--- src/frame_deframer_checker_unit_macros.svh ---
// Assertion macros shared by the deframer RTL.
// Each macro expects signals named clk and rst in the scope where it is used.
`ifndef FRAME_DEFRAMER_CHECKER_UNIT_MACROS_SVH
`define FRAME_DEFRAMER_CHECKER_UNIT_MACROS_SVH

`ifndef SYNTHESIS

// Same-cycle implication, disabled while reset is high.
`define FDC_ASSERT_IMP(lbl, ant, cons) \
  lbl: assert property (@(posedge clk) disable iff (rst) (ant) |-> (cons)) \
    else $error("deframer assertion failed");

// Next-cycle implication, disabled while reset is high.
`define FDC_ASSERT_NXT(lbl, ant, cons) \
  lbl: assert property (@(posedge clk) disable iff (rst) (ant) |=> (cons)) \
    else $error("deframer assertion failed");

`else

`define FDC_ASSERT_IMP(lbl, ant, cons)
`define FDC_ASSERT_NXT(lbl, ant, cons)

`endif

`endif

--- src/fdc_pkg.sv ---
`default_nettype none

package fdc_pkg;

  // Largest payload a frame may announce.
  localparam int MAX_PAYLOAD = 256;

  // Flag, sequence (2), acknowledge (2) and length (2) bytes.
  localparam int HDR_BYTES = 7;

  // Byte position counts up to the second checksum byte of the longest frame.
  localparam int POS_W = $clog2(HDR_BYTES + MAX_PAYLOAD + 2);

  // Width used to compare positions against header plus length.
  localparam int EXT_W = 17;

  localparam logic [7:0] FLAG_MASK = 8'b1111_1100;
  localparam logic [7:0] FLAG_TAG  = 8'b1100_1100;
  localparam logic [7:0] FLAG_ACK  = 8'b0000_0001;
  localparam logic [7:0] FLAG_FIN  = 8'b0000_0010;

  // Header byte positions.
  localparam logic [POS_W-1:0] POS_FLAG    = POS_W'(0);
  localparam logic [POS_W-1:0] POS_SEQ_HI  = POS_W'(1);
  localparam logic [POS_W-1:0] POS_SEQ_LO  = POS_W'(2);
  localparam logic [POS_W-1:0] POS_ACK_HI  = POS_W'(3);
  localparam logic [POS_W-1:0] POS_ACK_LO  = POS_W'(4);
  localparam logic [POS_W-1:0] POS_LEN_HI  = POS_W'(5);
  localparam logic [POS_W-1:0] POS_LEN_LO  = POS_W'(6);
  localparam logic [POS_W-1:0] POS_HDR_END = POS_W'(HDR_BYTES);
  localparam logic [POS_W-1:0] POS_LAST    = POS_W'(HDR_BYTES + MAX_PAYLOAD + 1);

  localparam logic [EXT_W-1:0] LEN_LIMIT = EXT_W'(MAX_PAYLOAD);

  typedef enum logic [1:0] {
    KIND_PAYLOAD = 2'd0,
    KIND_ACCEPT  = 2'd1,
    KIND_ERROR   = 2'd2
  } kind_t;

  typedef enum logic [1:0] {
    FTYPE_DATA = 2'd0,
    FTYPE_ACK  = 2'd1,
    FTYPE_FIN  = 2'd2
  } frame_type_t;

  typedef enum logic [1:0] {
    ERR_NONE     = 2'd0,
    ERR_FLAG     = 2'd1,
    ERR_LENGTH   = 2'd2,
    ERR_CHECKSUM = 2'd3
  } error_code_t;

  // The acknowledge bit wins over the finish bit.
  function automatic frame_type_t type_of(input logic [7:0] flag);
    frame_type_t t;
    if ((flag & FLAG_ACK) != 8'd0) begin
      t = FTYPE_ACK;
    end else if ((flag & FLAG_FIN) != 8'd0) begin
      t = FTYPE_FIN;
    end else begin
      t = FTYPE_DATA;
    end
    return t;
  endfunction

endpackage

`default_nettype wire

--- src/frame_deframer_checker_unit.sv ---
// Channel  | Dir | Signals                        | Content
// ---------+-----+--------------------------------+------------------------------------
// s        | in  | s_tvalid s_tready s_tdata[7:0] | one received link byte per beat
// m        | out | m_tvalid m_tready m_tdata[63:0]| payload byte or end-of-frame report
//          |     | m_tuser[1:0]                   | kind of the beat
//
// One link byte is taken per clock whenever the result register is empty or being
// drained in the same cycle; the parse state and checksum update in that cycle.
// A byte that produces a result shows it on m in the cycle after it is accepted.
// Backpressure on m stalls s only while the single result register is full and
// not being taken; s_tready follows m_tready combinationally.
// rst is synchronous and active high; it clears the parser to expect a flag byte.
`default_nettype none

`include "frame_deframer_checker_unit_macros.svh"

module frame_deframer_checker_unit
  import fdc_pkg::*;
(
  input  wire logic        clk,
  input  wire logic        rst,
  input  wire logic        s_tvalid,
  output logic             s_tready,
  input  wire logic [7:0]  s_tdata,   // [7:0] rx_byte
  output logic             m_tvalid,
  input  wire logic        m_tready,
  output logic [63:0]      m_tdata,   // [7:0] payload_byte, [9:8] frame_type,
                                      // [25:10] seq_number, [41:26] ack_number,
                                      // [57:42] payload_length, [59:58] error_code,
                                      // [63:60] zero
  output logic [1:0]       m_tuser    // [1:0] kind
);

  // Parser state. The header fields are kept until the frame ends so that the
  // end-of-frame report can carry them.
  logic [POS_W-1:0] pos, pos_next;
  logic [7:0]       flag_value, flag_value_next;
  logic [15:0]      seq_field, seq_field_next;
  logic [15:0]      ack_field, ack_field_next;
  logic [15:0]      length_field, length_field_next;
  logic [15:0]      running_sum, running_sum_next;
  logic [7:0]       sum_high_byte, sum_high_byte_next;

  // Result register.
  logic             out_valid;
  kind_t            out_kind, out_kind_next;
  logic [7:0]       out_payload, out_payload_next;
  frame_type_t      out_type, out_type_next;
  logic [15:0]      out_seq, out_seq_next;
  logic [15:0]      out_ack, out_ack_next;
  logic [15:0]      out_len, out_len_next;
  error_code_t      out_err, out_err_next;
  logic             emit;

  logic             accept;
  logic [7:0]       rx_byte;
  logic [15:0]      sum_added;
  logic [15:0]      len_full;
  logic [EXT_W-1:0] pos_ext;
  logic [EXT_W-1:0] data_end;
  logic [15:0]      got_sum;

  assign rx_byte  = s_tdata;
  assign s_tready = !out_valid || m_tready;
  assign accept   = s_tvalid && s_tready;

  // Checksum step: rotate right by one, then add the byte modulo 2^16.
  assign sum_added = {running_sum[0], running_sum[15:1]} + {8'd0, rx_byte};

  // Length as it stands once its low byte arrives.
  assign len_full = {length_field[15:8], rx_byte};

  // Position of the first checksum byte.
  assign pos_ext  = EXT_W'(pos);
  assign data_end = EXT_W'(HDR_BYTES) + {1'b0, length_field};

  assign got_sum = {sum_high_byte, rx_byte};

  always_comb begin
    pos_next           = pos;
    flag_value_next    = flag_value;
    seq_field_next     = seq_field;
    ack_field_next     = ack_field;
    length_field_next  = length_field;
    running_sum_next   = running_sum;
    sum_high_byte_next = sum_high_byte;

    emit             = 1'b0;
    out_kind_next    = KIND_PAYLOAD;
    out_payload_next = 8'd0;
    out_type_next    = type_of(flag_value);
    out_seq_next     = seq_field;
    out_ack_next     = ack_field;
    out_len_next     = length_field;
    out_err_next     = ERR_NONE;

    if (pos == POS_FLAG) begin
      if ((rx_byte & FLAG_MASK) != FLAG_TAG) begin
        // Bad tag: report with cleared header and look for a flag again.
        emit          = 1'b1;
        out_kind_next = KIND_ERROR;
        out_err_next  = ERR_FLAG;
        out_type_next = FTYPE_DATA;
        out_seq_next  = 16'd0;
        out_ack_next  = 16'd0;
        out_len_next  = 16'd0;
      end else begin
        flag_value_next  = rx_byte;
        running_sum_next = sum_added;
        pos_next         = pos + POS_W'(1);
      end
    end else if (pos < POS_HDR_END) begin
      running_sum_next = sum_added;
      pos_next         = pos + POS_W'(1);
      unique case (pos)
        POS_SEQ_HI: seq_field_next    = {rx_byte, 8'd0};
        POS_SEQ_LO: seq_field_next    = {seq_field[15:8], rx_byte};
        POS_ACK_HI: ack_field_next    = {rx_byte, 8'd0};
        POS_ACK_LO: ack_field_next    = {ack_field[15:8], rx_byte};
        POS_LEN_HI: length_field_next = {rx_byte, 8'd0};
        default:    length_field_next = len_full;
      endcase
      if (pos == POS_LEN_LO && {1'b0, len_full} > LEN_LIMIT) begin
        emit          = 1'b1;
        out_kind_next = KIND_ERROR;
        out_err_next  = ERR_LENGTH;
        out_len_next  = len_full;
      end
    end else if (pos_ext < data_end) begin
      // Payload byte: pass it on at once.
      running_sum_next = sum_added;
      pos_next         = pos + POS_W'(1);
      emit             = 1'b1;
      out_payload_next = rx_byte;
      out_type_next    = FTYPE_DATA;
      out_seq_next     = 16'd0;
      out_ack_next     = 16'd0;
      out_len_next     = 16'd0;
    end else if (pos_ext == data_end) begin
      sum_high_byte_next = rx_byte;
      pos_next           = pos + POS_W'(1);
    end else begin
      emit = 1'b1;
      if (got_sum == running_sum) begin
        out_kind_next = KIND_ACCEPT;
      end else begin
        out_kind_next = KIND_ERROR;
        out_err_next  = ERR_CHECKSUM;
      end
    end

    // Any report ends the frame; the parser then expects a flag byte.
    if (emit && out_kind_next != KIND_PAYLOAD) begin
      pos_next           = POS_FLAG;
      flag_value_next    = 8'd0;
      seq_field_next     = 16'd0;
      ack_field_next     = 16'd0;
      length_field_next  = 16'd0;
      running_sum_next   = 16'd0;
      sum_high_byte_next = 8'd0;
    end
  end

  always_ff @(posedge clk) begin
    if (rst) begin
      pos           <= POS_FLAG;
      flag_value    <= 8'd0;
      seq_field     <= 16'd0;
      ack_field     <= 16'd0;
      length_field  <= 16'd0;
      running_sum   <= 16'd0;
      sum_high_byte <= 8'd0;
    end else if (accept) begin
      pos           <= pos_next;
      flag_value    <= flag_value_next;
      seq_field     <= seq_field_next;
      ack_field     <= ack_field_next;
      length_field  <= length_field_next;
      running_sum   <= running_sum_next;
      sum_high_byte <= sum_high_byte_next;
    end
  end

  always_ff @(posedge clk) begin
    if (rst) begin
      out_valid <= 1'b0;
    end else if (s_tready) begin
      out_valid <= accept && emit;
    end
  end

  always_ff @(posedge clk) begin
    if (accept && emit) begin
      out_kind    <= out_kind_next;
      out_payload <= out_payload_next;
      out_type    <= out_type_next;
      out_seq     <= out_seq_next;
      out_ack     <= out_ack_next;
      out_len     <= out_len_next;
      out_err     <= out_err_next;
    end
  end

  assign m_tvalid = out_valid;
  assign m_tuser  = out_kind;
  assign m_tdata  = {4'd0, out_err, out_len, out_ack, out_seq, out_type, out_payload};

  // A payload beat carries nothing but the byte.
  `FDC_ASSERT_IMP(a_payload_clean, m_tvalid && m_tuser == KIND_PAYLOAD, m_tdata[63:8] == 56'd0)
  // An error code appears exactly on error reports.
  `FDC_ASSERT_IMP(a_err_matches_kind, m_tvalid, (m_tuser == KIND_ERROR) == (m_tdata[59:58] != 2'd0))
  // The position never runs past the last checksum byte of the longest frame.
  `FDC_ASSERT_IMP(a_pos_bound, 1'b1, pos <= POS_LAST)
  // Once the header is complete the stored length is within the limit.
  `FDC_ASSERT_IMP(a_len_bound, pos >= POS_HDR_END, {1'b0, length_field} <= LEN_LIMIT)
  // A report leaves the parser waiting for a flag byte.
  `FDC_ASSERT_NXT(a_report_restarts, accept && emit && out_kind_next != KIND_PAYLOAD, pos == POS_FLAG && running_sum == 16'd0)

endmodule

`default_nettype wire

--- config.mk ---
export PLATFORM = sky130hd
export DESIGN_NAME = frame_deframer_checker_unit
export DESIGN_NICKNAME = d
export VERILOG_FILES = /design/src/fdc_pkg.sv /design/src/frame_deframer_checker_unit.sv
export VERILOG_INCLUDE_DIRS = /design/src /design/src/src
export SDC_FILE = /design/constraint.sdc
export NUM_CORES = 1
export LEC_CHECK = 0
export BUFFER_PORTS_ARGS = -buffer_cell sky130_fd_sc_hd__buf_2
export CAP_MARGIN = 20
export CELL_PAD_IN_SITES_DETAIL_PLACEMENT = 0
export CELL_PAD_IN_SITES_GLOBAL_PLACEMENT = 1
export CORE_MARGIN = 3
export CORE_UTILIZATION = 41
export CTS_CLUSTER_DIAMETER = 200
export DETAILED_ROUTE_END_ITERATION = 8
export PLACE_DENSITY_LB_ADDON = 0.1
export SLEW_MARGIN = 30
export SYNTH_ARGS = -nofsm -noshare
export SYNTH_HDL_FRONTEND = slang
export SYNTH_SLANG_ARGS = --single-unit
--- constraint.sdc ---
create_clock -name clk -period 4 [get_ports clk]
set_input_delay 0 -clock clk [delete_from_list [all_inputs] [get_ports clk]]
set_output_delay 0 -clock clk [all_outputs]
set_load 0.05 [all_outputs]
==> reports/qor.txt <==
Status: completed
CTS clk-pin slew, worst paths: 0.06 ns
Residual DRC: 0
Switch share: 26.4%
Core Area: 0.0169 mm^2
Design Area, Final: 0.00840 mm^2
Remaining Overflow, GRT: 0
DR iter-0 viols: 444
RSZ-0062 raised after global routing: no
Htree depth: 4
Largest net degree at the start of global routing: 46
Max IR drop VDD: 0.321 mV
DP Wirelength: 13900 um
Placement Cell Area: 0.00778 mm^2
Slew @ Worst Pin: 0.925 ns
Post-route insts no fill: 1005
Main synth FF type: dfxtp_1
Final period utilization: 91.1%
Critical path data arrival time: 4.00 ns
MaxCap Viol Count: 0
Total number of vias: 5618
Die ar.: 0.0192 mm^2
Netlist cell types: 70
Hold path cells: 3
Register area share after synthesis: 49.2%
Post-CTS resize count: 0
Skew-Pair Late Insertion Delay: 0.43 ns
Vias in the first global route: 5507
CP peak stage delay: 0.66 ns
# diodes: 0
CTS tree: built
Antenna-violating nets left: 0
Cell Int Power: 2.59 mW
Slowest CP cell: a21oi_4
Part of the power in registers: 45.4%
Die Width: 139 um
Critical path fanouts, max: 23
First-pass GRT wire length: 31000 um
Port Buffers: 75
Logic pwr share: 9.4%
GRT Total Usage: 20.6%
Clk_skew: 0.00747 ns
HP Class: input port to flip-flop
Antenna violations before repair: 0
Fmax achieved: 0.274 GHz
Startpoint types: flip-flop
Fill cells: 1574
Combined flip-flop and latch cell area: 0.00354 mm^2
CTS max path bufs: 2
Syn Inst Count: 697
Worst slew margin: 38.4%
Wirelength per Cell: 19.6 um
CTS Root Cell: clkbuf_16
First-pass iteration count of the detailed router: 5
Gpl congestion: 0.864
Cells after DPL: 972
Footprint of the multi-input gates: 0.00333 mm^2
WS Path Type: flip-flop to flip-flop
Total number of yosys warnings: 0
Synthesis-to-finish area growth: 16.6%
Cts bufs inserted: 17
Crit-path cells: inv_1 > ha_1 > nand2b_1 > nand2_1 > xor2_1 > ha_1 > a211o_1 > a21oi_1 > and3_1 > nor3_4 > buf_4 > a21oi_4 > buf_4 > nand3_1 > mux2i_1
Sum Neg Setup Slack: 0 ns
Row cnt: 47
Final wirelength: 19700 um
Switching power total: 928 uW
Reg2Reg Depth: 15
Minimum clock period: 3.64 ns
Fraction of registers with async set/reset: 0%
Max Slew Vio Count: 0
Fin nets: 807
Final hold vios: 0
Initial Util: 42.7%
PD cells: 418 mW/mm^2
Post-synth EDFFs: 62
Power share of the clock group: 45.2%
Vias/cell: 5.59
Final setup viols: 0
CP required: 4.35 ns
Layout cells sized above 1: 19.1%
Post-Syn Area per Cell: 10.3 um^2
Critical Path End Type: flip-flop
Chip height: 139 um
IO Pins: 80
Synth Register Bits: 146
Clk sinks: 146
Synth Cell Area: 0.00720 mm^2
Pleak: 3.26 nW
[metrics by stage]
stage	util (%)	power [mW]	hold slack (ns)	setup WS [ns]
floorplan	-	1.87	0.198	0.313
global route	49.8	3.64	0.0491	0.0600
global placement	46.1	1.96	0.372	0.471
finish	49.8	3.51	0.0269	0.356
CTS	49.7	3.55	0.00981	0.352
detailed placement	46.1	1.96	0.387	0.369
[final timing paths]
check	slack, ns	from	to
max reg2reg	0.36	length_field[0]$_SDFFE_PP0P_	ack_field[5]$_SDFFE_PP0P_
min reg2reg	0.45	seq_field[7]$_SDFFE_PP0P_	seq_field[7]$_SDFFE_PP0P_
max	0.36	length_field[0]$_SDFFE_PP0P_	ack_field[5]$_SDFFE_PP0P_
min	0.03	s_tdata[2]	sum_high_byte[2]$_SDFFE_PP0P_
[cells in the mapped netlist (3+ instances only)]
library cell | number | area (um^2)
a211oi_1 | 6 | 45.0
a21o_1 | 6 | 45.0
a21oi_1 | 23 | 115
a21oi_4 | 3 | 48.8
a22o_1 | 12 | 105
a32o_1 | 17 | 170
and2_1 | 41 | 257
and3_1 | 8 | 50.1
buf_4 | 5 | 37.5
buf_6 | 7 | 78.8
clkbuf_1 | 28 | 105
dfxtp_1 | 84 | 1680
edfxtp_1 | 62 | 1860
ha_1 | 22 | 275
inv_1 | 27 | 101
mux2i_1 | 26 | 260
nand2_1 | 61 | 229
nand2b_1 | 5 | 31.3
nand3_1 | 37 | 185
nand4_1 | 14 | 87.6
nor2_1 | 35 | 131
nor2b_1 | 9 | 56.3
nor3_1 | 21 | 105
nor4_1 | 8 | 50.1
o211ai_1 | 12 | 90.1
o21ai_0 | 9 | 45.0
o2bb2ai_1 | 3 | 26.3
o32ai_1 | 11 | 96.3
or2_2 | 3 | 18.8
or4_1 | 4 | 30.0
xnor2_1 | 9 | 78.8
xor2_1 | 28 | 245
[layer usage]
metal / up-vias / track usage [%] / part of all wire, %
li1: 2705 / - / -
met1: 2700 / 26.8 / 45
met2: 172 / 33.9 / 48
met3: 41 / 4.21 / 4.6
met4: 0 / 8.11 / 2.8
met5: - / 0 / 0
[area by class of cell]
type	instances	area share, %
tap	220	3.28
clock inverter	10	0.998
timing repair buffer	97	6.47
inverter	28	1.25
clock buffer	22	6.17
sequential	146	42.2
multi-input combinational	482	39.6
[state kept, by name (all words and copies together) (netlist names), 2 cells and up]
name and count:
out_len 16, m_tuser 2, sum_high_byte 8, length_field 16, flag_value 2, out_payload 8
running_sum 16, out_type 2, pos 9, out_err 2, ack_field 16, out_seq 16
out_ack 16, seq_field 16
[repair_timing]
item / CTS / global route
endpoints found under the hold margin: 1 / 0
hold buffers: 1 / 0
buffers inserted: 0 / 0
[power groups by stage]
stage | clock, mW | combinational, mW | sequential (mW)
after floorplan | 0 | 0.127 | 1.74
after global placement | 0 | 0.329 | 1.63
after detailed placement | 0 | 0.330 | 1.63
after CTS | 1.62 | 0.331 | 1.59
after global routing | 1.69 | 0.347 | 1.60
final | 1.59 | 0.330 | 1.59
[worst max-delay path, delay by kind of cell (launching register included)]
kind	cells	cell delay (ns)
mux	1	0.16
simple gates	5	0.64
compound gates	3	1.05
buf+inv	3	0.63
flops	1	0.40
xor+xnor	1	0.16
fa+ha+maj	2	0.52
[cell families (layout without fill, tap and decap cells)]
kind of cell	count (synthesis)	after routing	share of synthesized area, %
other	1	4	0.0521
DFF	146	146	49.2
muxes	28	28	3.93
xor gates and xnor gates	37	37	4.50
adders and majority gates	23	23	4.10
AOI/OAI and AO/OA	134	134	15.0
and+or+nand+nor	256	256	18.4
buffers and inverters	72	157	4.78
[placed cells by master, fill, tap and decap left out, types with 4 or more instances in the layout]
cell type	netlist	routed
and3_1	8	8
a21oi_1	23	23
xor2_1	28	28
nor2_1	35	34
mux2i_1	26	26
inv_1	27	27
a22o_1	12	12
dfxtp_1	84	84
edfxtp_1	62	62
a211oi_1	6	6
a32o_1	17	17
buf_4	5	21
conb_1	1	4
nor2b_1	9	9
buf_2	2	75
xnor2_1	9	9
nor3_1	21	21
nand2_1	61	61
nand4_1	14	14
or4_1	4	4
clkbuf_16	0	20
nand3_1	37	37
o32ai_1	11	11
o21ai_0	9	9
nand2b_1	5	5
ha_1	22	22
a21o_1	6	6
and2_1	41	41
o211ai_1	12	12
nor4_1	8	8
(Power assumes the default switching activity.)
